`config.mk`:
```
export PLATFORM = sky130hd
export DESIGN_NAME = icmp_reply_matcher_top
export DESIGN_NICKNAME = d
export VERILOG_FILES = /design/src/sv/icmp_rm_pkg.sv /design/src/sv/icmp_reply_matcher_top.sv
export SDC_FILE = /design/constraint.sdc
export NUM_CORES = 1
export LEC_CHECK = 0
export BUFFER_PORTS_ARGS = -buffer_cell sky130_fd_sc_hd__buf_2
export CAP_MARGIN = 20
export CORE_MARGIN = 2
export CORE_UTILIZATION = 55
export DETAILED_ROUTE_END_ITERATION = 16
export GPL_TIMING_DRIVEN = 0
export PLACE_DENSITY = 0.77
export REMOVE_ABC_BUFFERS = 1
export SYNTH_ARGS = -nofsm -noshare
export SYNTH_HDL_FRONTEND = slang
export SYNTH_SLANG_ARGS = --single-unit
```
`constraint.sdc`:
```
create_clock -name aclk -period 8.4 [get_ports aclk]
set_clock_uncertainty 0.1 [all_clocks]
set_input_delay 1.26 -clock aclk [delete_from_list [all_inputs] [get_ports aclk]]
set_output_delay 1.26 -clock aclk [all_outputs]
set_load 0.02 [all_outputs]
```
`src/sv/icmp_rm_pkg.sv`:
```
// icmp reply matcher package: widths, icmp type codes, status codes,
// configuration register indexes and the result record
// no dependencies
`default_nettype none

package icmp_rm_pkg;

    localparam int MAX_PACKET_BYTES = 1024;
    localparam int POS_W = $clog2(MAX_PACKET_BYTES + 1);

    localparam logic [7:0] TYPE_ECHO_REPLY    = 8'd0;
    localparam logic [7:0] TYPE_TIME_EXCEEDED = 8'd11;
    localparam logic [POS_W-1:0] ICMP_HDR_LEN = POS_W'(8);

    localparam logic [2:0] ST_ECHO_MATCH    = 3'd0;
    localparam logic [2:0] ST_TTL_MATCH     = 3'd1;
    localparam logic [2:0] ST_TOO_SHORT     = 3'd2;
    localparam logic [2:0] ST_OTHER_TYPE    = 3'd3;
    localparam logic [2:0] ST_MISMATCH      = 3'd4;
    localparam logic [2:0] ST_INNER_TRUNC   = 3'd5;

    localparam logic [1:0] CFG_EXPECTED_ID  = 2'd0;
    localparam logic [1:0] CFG_EXPECTED_SEQ = 2'd1;
    localparam logic [1:0] CFG_SEND_TICK    = 2'd2;

    typedef struct packed {
        logic [31:0] round_trip;
        logic [31:0] source_addr;
        logic [2:0]  status;
    } result_t;

endpackage

`default_nettype wire

```
`src/sv/icmp_reply_matcher_top.sv`:
```
// icmp reply matcher top level: parses one received ipv4 packet a byte at a time
// and reports match status, source address and round-trip time per packet
// depends on icmp_rm_pkg
`default_nettype none

// Takes one packet byte per cycle, IP header first, with tlast on the final byte.
// Each byte is handled in the cycle it is accepted: offset compares against the
// current position place the header length, source address, ICMP type, inner
// header length and id/seq into registers. The result for a packet is registered
// into the output entry when its last byte is accepted, unless an earlier result
// is still waiting on m_tready. Results pass through a two-entry output buffer,
// so bytes keep flowing at one per cycle while a result waits; s_tready drops
// only when both entries are full. Bytes beyond MAX_PACKET_BYTES are accepted
// and ignored. Configuration registers should be written through cfg_wr_en, cfg_index
// and cfg_wdata only while no packet is in flight; the block itself does not enforce this.

module icmp_reply_matcher_top
    import icmp_rm_pkg::*;
(
    input  wire logic        aclk,
    input  wire logic        aresetn,

    input  wire logic        cfg_wr_en,
    input  wire logic [1:0]  cfg_index,
    input  wire logic [31:0] cfg_wdata,

    input  wire logic        s_tvalid,
    output logic             s_tready,
    input  wire logic [39:0] s_tdata,   // packet_byte [7:0], tick_now [39:8]
    input  wire logic        s_tlast,

    output logic             m_tvalid,
    input  wire logic        m_tready,
    output logic [71:0]      m_tdata    // status [2:0], source_addr [34:3],
                                        // round_trip [66:35], zeros [71:67]
);

    logic [15:0] expected_id_reg;
    logic [15:0] expected_seq_reg;
    logic [31:0] send_tick_reg;

    logic [POS_W-1:0] byte_pos_reg, byte_pos_next;
    logic [5:0]  outer_hdr_reg, outer_hdr_next;
    logic [5:0]  inner_hdr_reg, inner_hdr_next;
    logic [7:0]  kind_reg, kind_next;
    logic [31:0] src_addr_reg, src_addr_next;
    logic [15:0] seen_id_reg, seen_id_next;
    logic [15:0] seen_seq_reg, seen_seq_next;

    result_t out_reg, out_next;
    result_t skid_reg, skid_next;
    logic    out_valid_reg, out_valid_next;
    logic    skid_valid_reg, skid_valid_next;

    result_t     res;
    logic        in_fire;
    logic [7:0]  in_byte;
    logic [31:0] tick_now;
    logic [POS_W-1:0] pos;
    logic [POS_W-1:0] h;
    logic [POS_W-1:0] j;
    logic [POS_W-1:0] len;
    logic [POS_W-1:0] outer_len;
    logic [POS_W-1:0] inner_len;

    assign in_fire  = s_tvalid && s_tready;
    assign in_byte  = s_tdata[7:0];
    assign tick_now = s_tdata[39:8];
    assign pos      = byte_pos_reg;
    assign s_tready = !skid_valid_reg;

    // per-byte field capture
    always_comb begin
        byte_pos_next  = byte_pos_reg;
        outer_hdr_next = outer_hdr_reg;
        inner_hdr_next = inner_hdr_reg;
        kind_next      = kind_reg;
        src_addr_next  = src_addr_reg;
        seen_id_next   = seen_id_reg;
        seen_seq_next  = seen_seq_reg;
        h = POS_W'(outer_hdr_reg);
        j = h + ICMP_HDR_LEN + POS_W'(inner_hdr_reg);
        if (pos < POS_W'(MAX_PACKET_BYTES)) begin
            byte_pos_next = pos + POS_W'(1);
            if (pos == '0) begin
                outer_hdr_next = {in_byte[3:0], 2'b00};
            end
            h = POS_W'(outer_hdr_next);
            j = h + ICMP_HDR_LEN + POS_W'(inner_hdr_reg);
            if (pos == POS_W'(12)) src_addr_next[7:0]   = in_byte;
            if (pos == POS_W'(13)) src_addr_next[15:8]  = in_byte;
            if (pos == POS_W'(14)) src_addr_next[23:16] = in_byte;
            if (pos == POS_W'(15)) src_addr_next[31:24] = in_byte;
            if (pos == h) begin
                kind_next = in_byte;
            end else if (pos > h) begin
                if (kind_reg == TYPE_ECHO_REPLY) begin
                    if (pos == h + POS_W'(4)) seen_id_next[7:0]   = in_byte;
                    if (pos == h + POS_W'(5)) seen_id_next[15:8]  = in_byte;
                    if (pos == h + POS_W'(6)) seen_seq_next[7:0]  = in_byte;
                    if (pos == h + POS_W'(7)) seen_seq_next[15:8] = in_byte;
                end else if (kind_reg == TYPE_TIME_EXCEEDED) begin
                    if (pos == h + ICMP_HDR_LEN) begin
                        inner_hdr_next = {in_byte[3:0], 2'b00};
                    end else if (pos > h + ICMP_HDR_LEN) begin
                        if (pos == j + POS_W'(4)) seen_id_next[7:0]   = in_byte;
                        if (pos == j + POS_W'(5)) seen_id_next[15:8]  = in_byte;
                        if (pos == j + POS_W'(6)) seen_seq_next[7:0]  = in_byte;
                        if (pos == j + POS_W'(7)) seen_seq_next[15:8] = in_byte;
                    end
                end
            end
        end
    end

    // end-of-packet verdict
    always_comb begin
        len       = byte_pos_next;
        outer_len = POS_W'(outer_hdr_next);
        inner_len = POS_W'(inner_hdr_next);
        res.source_addr = src_addr_next;
        res.round_trip  = '0;
        if (len < outer_len + ICMP_HDR_LEN) begin
            res.status = ST_TOO_SHORT;
        end else if (kind_next != TYPE_ECHO_REPLY && kind_next != TYPE_TIME_EXCEEDED) begin
            res.status = ST_OTHER_TYPE;
        end else if (kind_next == TYPE_TIME_EXCEEDED &&
                     (len <= outer_len + ICMP_HDR_LEN ||
                      len < outer_len + ICMP_HDR_LEN + inner_len + ICMP_HDR_LEN)) begin
            res.status = ST_INNER_TRUNC;
        end else if (seen_id_next != expected_id_reg || seen_seq_next != expected_seq_reg) begin
            res.status = ST_MISMATCH;
        end else begin
            res.status     = (kind_next == TYPE_ECHO_REPLY) ? ST_ECHO_MATCH : ST_TTL_MATCH;
            res.round_trip = tick_now - send_tick_reg;
        end
    end

    // two-entry output buffer
    always_comb begin
        out_next        = out_reg;
        skid_next       = skid_reg;
        out_valid_next  = out_valid_reg;
        skid_valid_next = skid_valid_reg;
        if (!out_valid_reg || m_tready) begin
            if (skid_valid_reg) begin
                out_next        = skid_reg;
                out_valid_next  = 1'b1;
                skid_valid_next = 1'b0;
            end else if (in_fire && s_tlast) begin
                out_next       = res;
                out_valid_next = 1'b1;
            end else begin
                out_valid_next = 1'b0;
            end
        end else if (in_fire && s_tlast) begin
            skid_next       = res;
            skid_valid_next = 1'b1;
        end
    end

    always_ff @(posedge aclk) begin
        if (!aresetn) begin
            expected_id_reg  <= '0;
            expected_seq_reg <= '0;
            send_tick_reg    <= '0;
            byte_pos_reg     <= '0;
            outer_hdr_reg    <= '0;
            inner_hdr_reg    <= '0;
            kind_reg         <= '0;
            src_addr_reg     <= '0;
            seen_id_reg      <= '0;
            seen_seq_reg     <= '0;
            out_valid_reg    <= 1'b0;
            skid_valid_reg   <= 1'b0;
        end else begin
            if (cfg_wr_en) begin
                unique case (cfg_index)
                    CFG_EXPECTED_ID:  expected_id_reg  <= cfg_wdata[15:0];
                    CFG_EXPECTED_SEQ: expected_seq_reg <= cfg_wdata[15:0];
                    CFG_SEND_TICK:    send_tick_reg    <= cfg_wdata;
                    default: ;
                endcase
            end
            if (in_fire) begin
                if (s_tlast) begin
                    byte_pos_reg  <= '0;
                    outer_hdr_reg <= '0;
                    inner_hdr_reg <= '0;
                    kind_reg      <= '0;
                    src_addr_reg  <= '0;
                    seen_id_reg   <= '0;
                    seen_seq_reg  <= '0;
                end else begin
                    byte_pos_reg  <= byte_pos_next;
                    outer_hdr_reg <= outer_hdr_next;
                    inner_hdr_reg <= inner_hdr_next;
                    kind_reg      <= kind_next;
                    src_addr_reg  <= src_addr_next;
                    seen_id_reg   <= seen_id_next;
                    seen_seq_reg  <= seen_seq_next;
                end
            end
            out_valid_reg  <= out_valid_next;
            skid_valid_reg <= skid_valid_next;
        end
    end

    always_ff @(posedge aclk) begin
        out_reg  <= out_next;
        skid_reg <= skid_next;
    end

    assign m_tvalid = out_valid_reg;
    assign m_tdata  = {5'b0, out_reg};

`ifndef SYNTH
    a_skid_needs_out: assert property (@(posedge aclk) disable iff (!aresetn)
        skid_valid_reg |-> out_valid_reg)
        else $error("skid entry held while output entry empty");

    a_pos_bound: assert property (@(posedge aclk) disable iff (!aresetn)
        byte_pos_reg <= POS_W'(MAX_PACKET_BYTES))
        else $error("byte position past packet limit");

    a_last_clears: assert property (@(posedge aclk) disable iff (!aresetn)
        in_fire && s_tlast |=> byte_pos_reg == '0 && kind_reg == '0)
        else $error("packet state not cleared after last byte");

    a_last_gives_result: assert property (@(posedge aclk) disable iff (!aresetn)
        in_fire && s_tlast |=> m_tvalid)
        else $error("no result after last byte");

    a_hdr_aligned: assert property (@(posedge aclk) disable iff (!aresetn)
        outer_hdr_reg[1:0] == 2'b00 && inner_hdr_reg[1:0] == 2'b00)
        else $error("header length not a multiple of four");
`endif

endmodule

`default_nettype wire
```
Yosys cells after proc, flatten, opt, wreduce, memory -nomap -nowiden
Cells that the tools add are included.
{"block": "totals", "regBits": 295, "out_inout_bits": 74, "elab_cells": 142}
{"block": "classes", "add_sub_neg": 15, "n_lt_le_gt_ge": 6, "n_eq_ne": 21, "n_mux": 59, "n_bitwise": 2, "reduce_logical": 21}
{"operator": "16-bit 2-to-1 mux", "count": 16}
{"operator": "32-bit 2-to-1 mux", "count": 6}
{"operator": "67-bit 2-to-1 mux", "count": 2}
{"operator": "8-bit 2-to-1 mux", "count": 15}
{"operator": "6-bit 2-to-1 mux", "count": 11}
{"operator": "11-bit equality test", "count": 5}
{"operator": "11-bit by 3-bit adder with 11-bit output, second input constant", "count": 4}
{"operator": "11-bit by 4-bit equality test with 1-bit output, second input constant", "count": 4}
{"operator": "11-bit by 7-bit equality test with 1-bit output", "count": 4}
{"operator": "16-bit inequality test", "count": 2}
{"operator": "32-bit subtractor", "count": 1}
{"operator": "6-bit by 3-bit adder with 7-bit output, second input constant", "count": 4}
{"operator": "11-bit 2-to-1 mux", "count": 2}
{"operator": "8-bit by 4-bit equality test with 1-bit output, second input constant", "count": 2}
{"operator": "8-bit logical NOT", "count": 2}
{"operator": "6-bit by 4-bit adder with 7-bit output, second input constant", "count": 2}
{"operator": "3-bit 2-to-1 mux", "count": 4}
{"operator": "11-bit by 1-bit adder with 11-bit output, second input constant", "count": 1}
{"operator": "11-bit by 6-bit adder with 11-bit output", "count": 1}
{"operator": "11-bit by 6-bit equality test with 1-bit output", "count": 1}
{"operator": "11-bit by 6-bit greater-than comparator with 1-bit output", "count": 1}
{"operator": "11-bit by 7-bit greater-than comparator with 1-bit output", "count": 1}
{"operator": "11-bit <= comparator", "count": 1}
{"operator": "11-bit logical NOT", "count": 1}
{"operator": "other kinds (18)", "count": 31}

Logic depth before layout (Yosys ltp)
Gate-level depths: netlist of the first run.
{"block": "depth", "ltp_word": 23, "ltp_mapped": 36, "depth_no_buf": 32}

Worst setup path after synthesis of the first run
No wires, ideal clock.
{"block": "synth_timing", "path_kind": "flip-flop to flip-flop", "startpoint": "register byte_pos_reg[1]", "endpoint": "register out_reg, in the netlist m_tdata[49], data pin", "setup_time_ns": 0.278, "t_arrival_ns": 7.491, "required_ns": 8.022, "setup_slack_ns": 0.531, "path_stages_with_launch": 35, "n_path_buf": 4, "synth_period_minus_slack_ns": 7.869, "path_cell_list": "dfxtp_1 -> clkbuf_1 -> inv_1 -> ha_1 -> or4b_1 -> buf_2 -> nor3_2 -> mux2i_1 -> inv_1 -> ha_1 -> and4b_1 -> nand4_1 -> inv_1 -> nor2_1 -> o21ai_1 -> nor4_1 -> mux2_2 -> ha_1 -> fa_1 -> inv_1 -> ha_1 -> nor2b_1 -> o21ai_0 -> nand2b_1 -> a21oi_1 -> nor2b_1 -> o21ai_0 -> nand2b_1 -> a21oi_1 -> o21ai_0 -> nor3b_2 -> nand2b_1 -> buf_6 -> buf_6 -> o31ai_2"}
{"block": "synth_between", "elab_chain_cells": 23}
{"item": "start: declaration", "line_no": "icmp_reply_matcher_top.sv:42", "rtl": "logic [POS_W-1:0] byte_pos_reg, byte_pos_next;"}
{"item": "start signal: assignment", "line_no": "icmp_reply_matcher_top.sv:195", "rtl": "byte_pos_reg <= byte_pos_next;"}
{"item": "11-bit logical NOT", "line_no": "icmp_reply_matcher_top.sv:85", "rtl": "if (pos == '0) begin"}
{"item": "6-bit 2-to-1 mux", "line_no": "icmp_reply_matcher_top.sv:85"}
{"item": "6-bit 2-to-1 mux", "line_no": "icmp_reply_matcher_top.sv:83", "rtl": "if (pos < POS_W'(MAX_PACKET_BYTES)) begin"}
{"item": "6-bit by 4-bit adder with 7-bit output", "line_no": "icmp_reply_matcher_top.sv:89, icmp_reply_matcher_top.sv:103, icmp_reply_matcher_top.sv:105"}
{"item": "11-bit by 6-bit adder with 11-bit output", "line_no": "icmp_reply_matcher_top.sv:89", "rtl": "j = h + ICMP_HDR_LEN + POS_W'(inner_hdr_reg);"}
{"item": "11-bit by 3-bit adder with 11-bit output (on tied branches)"}
{"item": "11-bit equality test (on tied branches)"}
{"item": "8-bit 2-to-1 mux (on tied branches)"}
{"item": "[... 7 more ...]"}
{"item": "16-bit inequality test", "line_no": "icmp_reply_matcher_top.sv:131", "rtl": "end else if (seen_id_next != expected_id_reg || seen_seq_next != expected_seq_reg) begin"}
{"item": "1-bit logical OR", "line_no": "icmp_reply_matcher_top.sv:131"}
{"item": "32-bit 2-to-1 mux", "line_no": "icmp_reply_matcher_top.sv:131"}
{"item": "32-bit 2-to-1 mux", "line_no": "icmp_reply_matcher_top.sv:127", "rtl": "end else if (kind_next == TYPE_TIME_EXCEEDED &&"}
{"item": "32-bit 2-to-1 mux", "line_no": "icmp_reply_matcher_top.sv:125", "rtl": "end else if (kind_next != TYPE_ECHO_REPLY && kind_next != TYPE_TIME_EXCEEDED) begin"}
{"item": "32-bit 2-to-1 mux *", "line_no": "icmp_reply_matcher_top.sv:123", "rtl": "if (len < outer_len + ICMP_HDR_LEN) begin"}
{"item": "67-bit 2-to-1 mux *", "line_no": "icmp_reply_matcher_top.sv:150", "rtl": "end else if (in_fire && s_tlast) begin"}
{"item": "67-bit 2-to-1 mux *", "line_no": "icmp_reply_matcher_top.sv:146", "rtl": "if (skid_valid_reg) begin"}
{"item": "end signal: assignment", "line_no": "icmp_reply_matcher_top.sv:210", "rtl": "out_reg <= out_next;"}
{"item": "end: declaration", "line_no": "icmp_reply_matcher_top.sv:50", "rtl": "result_t out_reg, out_next;"}
Mark *: on every way between the ends. The rest lies on a longest branch, timed or not. The select of a mux whose other input is x is not followed.
A chain may end at the register's enable or synchronous reset.

Worst setup path after layout of the first run
{"block": "layout_timing", "startpoint": "register byte_pos_reg[0]", "endpoint": "register out_reg, in the netlist m_tdata[40], data pin"}
The elaborated chain is that of the path after synthesis.

==> results of run 1 <==
==> worst reg2reg max path, cell delays in order (launching register included) <==
cell and delay [ps]:
dfxtp_1 420, inv_2 190, ha_1 280, or4b_4 590, nor3_4 320, mux2i_4 390, inv_1 190, ha_1 360
and4b_1 240, nand4_1 210, inv_1 100, nor2_2 220, o21ai_4 180, or4b_2 720, or4_1 540, or3_4 400
mux2_4 320, a2111o_1 340, or4_1 420, or4_4 600, nor3b_4 230, buf_4 190, nand2b_4 220, o31ai_2 290
==> stage by stage <==
stage	power (uW)	instance area [um^2]	setup slack, ps	utilization
final	3590	20600	210	0.636
after global routing	3700	20600	21.3	0.636
after CTS	3590	20500	21.4	0.632
after detailed placement	2040	19100	-1410	0.590
after global placement	2020	18900	-3150	0.583
after floorplan	1880	17600	-664	-
==> cell usage in the layout, fill, tap and decap left out, types with 11 or more instances in the layout <==
| master | Yosys | final |
|---|---|---|
| and2_1 | 21 | 21 |
| a31oi_1 | 11 | 11 |
| inv_1 | 99 | 98 |
| buf_4 | 6 | 17 |
| ha_1 | 91 | 89 |
| o211ai_1 | 11 | 11 |
| a21boi_0 | 69 | 67 |
| a21o_1 | 16 | 16 |
| buf_2 | 6 | 147 |
| clkbuf_16 | 0 | 36 |
| o31ai_1 | 16 | 16 |
| a22oi_1 | 91 | 91 |
| nand2_1 | 239 | 238 |
| o31ai_2 | 28 | 28 |
| nor3_1 | 36 | 35 |
| xor2_1 | 50 | 50 |
| nor4_1 | 14 | 12 |
| mux2i_1 | 13 | 11 |
| dfxtp_1 | 161 | 159 |
| mux2_2 | 53 | 53 |
| o21ai_0 | 59 | 58 |
| xnor2_1 | 59 | 59 |
| nand3_1 | 32 | 31 |
| or3_1 | 14 | 13 |
| a21oi_1 | 66 | 65 |
| nor2b_1 | 118 | 117 |
| and3_1 | 19 | 18 |
| edfxtp_1 | 134 | 134 |
| nor2_1 | 104 | 100 |
| nand2b_1 | 20 | 19 |
| nand4_1 | 16 | 16 |
==> kinds of logic (layout without fill, tap and decap cells) <==
| group | count (synthesis) | in the layout | synth area share |
|---|---|---|---|
| AND/OR/NAND/NOR | 690 | 692 | 0.194 |
| AO/OA/AOI/OAI | 480 | 480 | 0.196 |
| flip-flops | 295 | 295 | 0.402 |
| buffers and inverters | 211 | 344 | 0.0477 |
| XOR/XNOR | 110 | 110 | 0.0542 |
| adder cells (fa/ha/maj) | 93 | 93 | 0.0654 |
| multiplexers | 67 | 67 | 0.0411 |
| other | 1 | 5 | 0.000208 |
==> worst paths after layout <==
path / to / startpoint / cells past startpoint
max: m_tdata[40] / byte_pos_reg[0] / 23
min: send_tick_reg[7] / send_tick_reg[7] / 2
min reg2reg: send_tick_reg[7] / send_tick_reg[7] / 2
max reg2reg: m_tdata[40] / byte_pos_reg[0] / 23
==> layer usage <==
layer	global-route usage	wire length (um)	vias to the layer above
met4	0.118	1830	0
met5	0	0	-
met2	0.505	24400	558
met3	0.0405	3170	121
met1	0.368	21400	7323
li1	-	-	7244
==> report_power, final <==
group	internal [uW]	switching, uW
sequential	1520	16.3
combinational	190	318
clock	922	620
total	2630	954
==> area by class of cell <==
type | count | area, um^2 | area share
clock buffer | 50 | 1030 | 0.0499
clock inverter | 14 | 153 | 0.00741
inverter | 103 | 387 | 0.0188
multi-input combinational | 1447 | 10100 | 0.493
sequential | 295 | 7250 | 0.352
tap | 442 | 553 | 0.0268
timing repair buffer | 177 | 1080 | 0.0525
==> what timing repair did <==
action	in CTS	in global routing
gates resized for setup	21	14
setup buffers	8	8
endpoints found under the hold margin	0	0
pin swaps	3	3
cloned	2	0
hold buffers	0	0
setup endpoints to repair	68	67
==> flow_summary.toml, run 1 <==
[die]
ioPinCount = 154
die-area_mm2 = 0.0342
die_x_um = 185
start_util = 0.557
rows = 66
fp.dieH_um = 185
core_mm2 = 0.0324

[place]
gp_congestion = 0.935
place_inst = 2442
portBuffers = 148
hpwl_um = 35600

[clock_tree]
cts_tree = "built"
cts_sinks = 295
htree_levels = 2
root_buffer = "clkbuf_16"
clock_latency_ps = 550
cts_made_buffers = 35
cts.reportedPaths.clkPinSlew_ps = 60
clockBufferDepth = 3

[setup_path]
start_kind = "register"
critPathKind = "reg -> reg"
slowest_delay_ps = 720
crit_path_end_kind = "register"
cp_slowest_cell = "or4b_2"
cp_cell_sequence = "inv_2 -> ha_1 -> or4b_4 -> nor3_4 -> mux2i_4 -> inv_1 -> ha_1 -> and4b_1 -> nand4_1 -> inv_1 -> nor2_2 -> o21ai_4 -> or4b_2 -> or4_1 -> or3_4 -> mux2_4 -> a2111o_1 -> or4_1 -> or4_4 -> nor3b_4 -> buf_4 -> nand2b_4 -> o31ai_2"
cp_top_family = "simple AND/OR/NAND/NOR gates"
path_max_fanout = 16
crit_buf_inv = 4
cp.arrival_ps = 8470
regToRegSetupSlack_ps = 210
cp.required_ps = 8680

[yosys]
synth_seq_cells = 295
syn_inst = 1947
synth_top_area_cell = "edfxtp_1"
synth_top_area_frac = 0.223
synthFlopType = "dfxtp_1"
synth_most_common_cell = "nand2_1"
synth_edf_count = 134
synth_seq_area_share = 0.402
async_reset_ff_frac = 0
synth_common_cells = "239 x nand2_1, 161 x dfxtp_1, 134 x edfxtp_1"
ys.warnings.count = 0
yosysUniqueCellTypes = 94
avgSynthCellArea_um2 = 9.26
synth_area_mm2 = 0.0180
synth_area_leaders = "edfxtp_1 22%, dfxtp_1 18%, ha_1 6.3%"

[timing]
relSlewSlack = 0.193
layout_min_cycle_time_ps = 8190
final-max-slew-violation-count = 0
rsz0062_at_grt = "false"
fin_crit_sh = 0.975
fmax_mhz = 122
worst_slew_pin_slew_ps = 1210
setup_viol = 0
hold_slack_ps = 366
setup_tns_ps = 0
hold_viol_final = 0

[detailed_routing]
ant_nets = 0
drt_pass1_iterations = 5
wirelength_um = 50700
vias = 15246
drt-vias-per-instance = 6.03
first_iter_violations = 1276
drcViolationCount = 0
wl_per_cell_um = 20.1

[cells_and_area]
drive_gt1_frac = 0.180
diodes = 0
nets = 2232
fillCellCount = 2686
instances_no_fill = 2528
area_growth_pct = 14.3

[global_route]
grt_use_total = 0.292
grt_max_degree = 87
grt_pass1_wl_um = 78500
grt_pass1_vias = 14793
grt-ovfl-total = 0
antenna_found_initial = 0

[min_path]
hold_path_class = "reg -> reg"

[power_and_ir_drop]
power.density_mw_per_mm2 = 174
vdd_drop_max_mv = 0.140
leakagePower_uw = 0.00807

[status]
outcome = "completed"

[flow_run]
max-cap-violations = 0
Power figures use the tool's default switching activity.
==> inputs of run 2 (changes only) <==
Settings changed: CORE_UTILIZATION 55 to 45, PLACE_DENSITY 0.77 to 0.65.
==> run 2 against run 1 <==
  * Sequential power about the same
  * First-iteration DRC count is 10% lower
  * Die area increased by 22%
  * Register-to-register slack better by 70 ps
  * Wire length up 2.2%
  * Count of clock-buffer cells in the layout fell by 3
  * Final cell count increased by 3.4%
  * Final area rose by 0.64%
  * Total power shrank 1.9%
  * Largest cell class unchanged
  * Largest power group unchanged
==> flow_summary.toml, run 2 (synthesis gave the netlist of run 1 again) <==
[die]
start_util = 0.455
core_mm2 = 0.0396
rows = 73
die-area_mm2 = 0.0417
ioPinCount = 154
die_x_um = 204
fp.dieH_um = 204

[place]
gp_congestion = 0.952
dpl_cell_area_mm2 = 0.0192
hpwl_um = 36000
portBuffers = 148
pre_cts_ws_ps = -1950

[min_path]
hold_path_class = "reg -> reg"
hold_start = "send_tick_reg[5]"
min_to = "send_tick_reg[5]"
hold_depth = 2

[power_and_ir_drop]
p_clk_frac = 0.416
sequentialPowerShare = 0.436
p_int_uw = 2560
power.density_mw_per_mm2 = 170
switching_power_uw = 961
leakagePower_uw = 0.00807
vdd_drop_max_mv = 0.104
swShare = 0.273
design_power_total_uw = 3520
power_frac_comb = 0.148

[clock_tree]
cts_tree = "built"
hold_buffers = 0
clock_latency_ps = 550
clockBufferDepth = 3
cts.reportedPaths.clkPinSlew_ps = 70
cts_made_buffers = 35
root_buffer = "clkbuf_16"
cts_sinks = 295
htree_levels = 2

[setup_path]
crit_path_end_kind = "register"
slowest_delay_ps = 650
regToRegSetupSlack_ps = 280
cp_common_cell = "or4_1"
cp_slowest_cell = "or4_1"
start_kind = "register"
cp_cell_sequence = "inv_2 -> ha_1 -> nor4b_4 -> a31oi_1 -> nor2_1 -> inv_1 -> ha_2 -> xnor2_1 -> inv_1 -> ha_1 -> nand4_1 -> o21bai_1 -> and3_1 -> or4b_2 -> or4_1 -> or3_4 -> mux2_4 -> a2111o_1 -> or4_1 -> or4_1 -> nor3b_4 -> buf_12 -> nand2b_4 -> o31ai_1"
path_max_fanout = 16
critPathKind = "reg -> reg"
cp.arrival_ps = 8370
cp.required_ps = 8650
r2r-start = "byte_pos_reg[0]"
r2r-end = "m_tdata[38]"
ff2ff_path_depth = 24

[timing]
worst_slew_pin_slew_ps = 1290
fin_crit_sh = 0.967
setup_tns_ps = 0
layout_min_cycle_time_ps = 8120
relSlewSlack = 0.138
fmax_mhz = 123
hold_slack_ps = 362
hold_viol_final = 0
setup_ws_ps = 278
setup_viol = 0
final-max-slew-violation-count = 0

[detailed_routing]
drcViolationCount = 0
drt-vias-per-instance = 5.78
vias = 15104
drt_pass1_iterations = 5
wirelength_um = 51800
first_iter_violations = 1143
wl_per_cell_um = 19.8
ant_nets = 0

[cells_and_area]
final_area_mm2 = 0.0207
nets = 2235
layout_commonest_cell = "nand2_1"
drive_gt1_frac = 0.182
final_cell_mix = "237 x nand2_1, 158 x dfxtp_1, 146 x buf_2, 134 x edfxtp_1, 117 x nor2b_1"
area_growth_pct = 15.0

[global_route]
grt_pass1_vias = 14312
grt_use_total = 0.244
grt_max_degree = 103
antenna_found_initial = 0
grt_pass1_wl_um = 79900
grt-ovfl-total = 0

[status]
outcome = "completed"

[flow_run]
max-cap-violations = 0
-- run 2: changes by cell type in the layout (fill, tap and decap cells not counted), sizes merged --
cell,change
buf,+3
bufinv,-1
clkbuf,-5
clkinv,+4
clkinvlp,-1
diode,+1
nand2b,+2
-- run 2: worst max path at each step --
stage / startpoint / to
2_1_floorplan: byte_pos_reg[1] / m_tdata[46]
3_3_place_gp: byte_pos_reg[1] / m_tdata[66]
4_1_cts: byte_pos_reg[0] / m_tdata[38]
5_1_grt: byte_pos_reg[0] / m_tdata[38]
6_report: byte_pos_reg[0] / m_tdata[38]
3_5_place_dp: byte_pos_reg[1] / m_tdata[66]
-- run 2: layer usage --
metal / GRT usage / part of all wire
met5: 0 / 0
met4: 0.0981 / 0.037
met3: 0.0357 / 0.062
met2: 0.387 / 0.46
met1: 0.333 / 0.44
-- run 2: cell type report --
type | instances | area, um^2
diodes | 1 | 2.50
clock buffers | 47 | 962
clock inverters | 16 | 125
fillers | 3649 | 18900
inverters | 103 | 387
multi-input cells | 1449 | 10200
flip-flops and latches | 295 | 7250
well taps | 525 | 657
repair buffers | 178 | 1110
-- run 2: power by group through the flow --
stage          registers, uW  logic [uW]  clock network [uW]
2_1_floorplan           1580         301                   0
3_3_place_gp            1570         462                   0
3_5_place_dp            1570         477                   0
4_1_cts                 1540         504                1500
5_1_grt                 1540         568                1550
6_report                1540         521                1460
-- run 2: what timing repair did --
action                                  4_1_cts  5_1_grt
setup buffers                                11        9
pin swaps                                     5        5
endpoints found under the setup margin       68       67
gates resized for setup                      26       24
gates cloned                                  2        2
-- run 2: critical path: cells and delay by family (launching register included) --
| kind | cells | cell delay (ps) |
|---|---|---|
| buffers and inverters | 4 | 540 |
| muxes | 1 | 310 |
| DFF | 1 | 410 |
| xor gates and xnor gates | 1 | 230 |
| and+or+nand+nor | 11 | 4270 |
| adders and majority gates | 3 | 800 |
| AOI/OAI and AO/OA | 4 | 1240 |
-- run 2: stage by stage --
stage	instances	util
floorplan	1843	-
global placement	2516	0.479
detailed placement	2526	0.485
CTS	2602	0.518
global route	2613	0.523
finish	2614	0.523
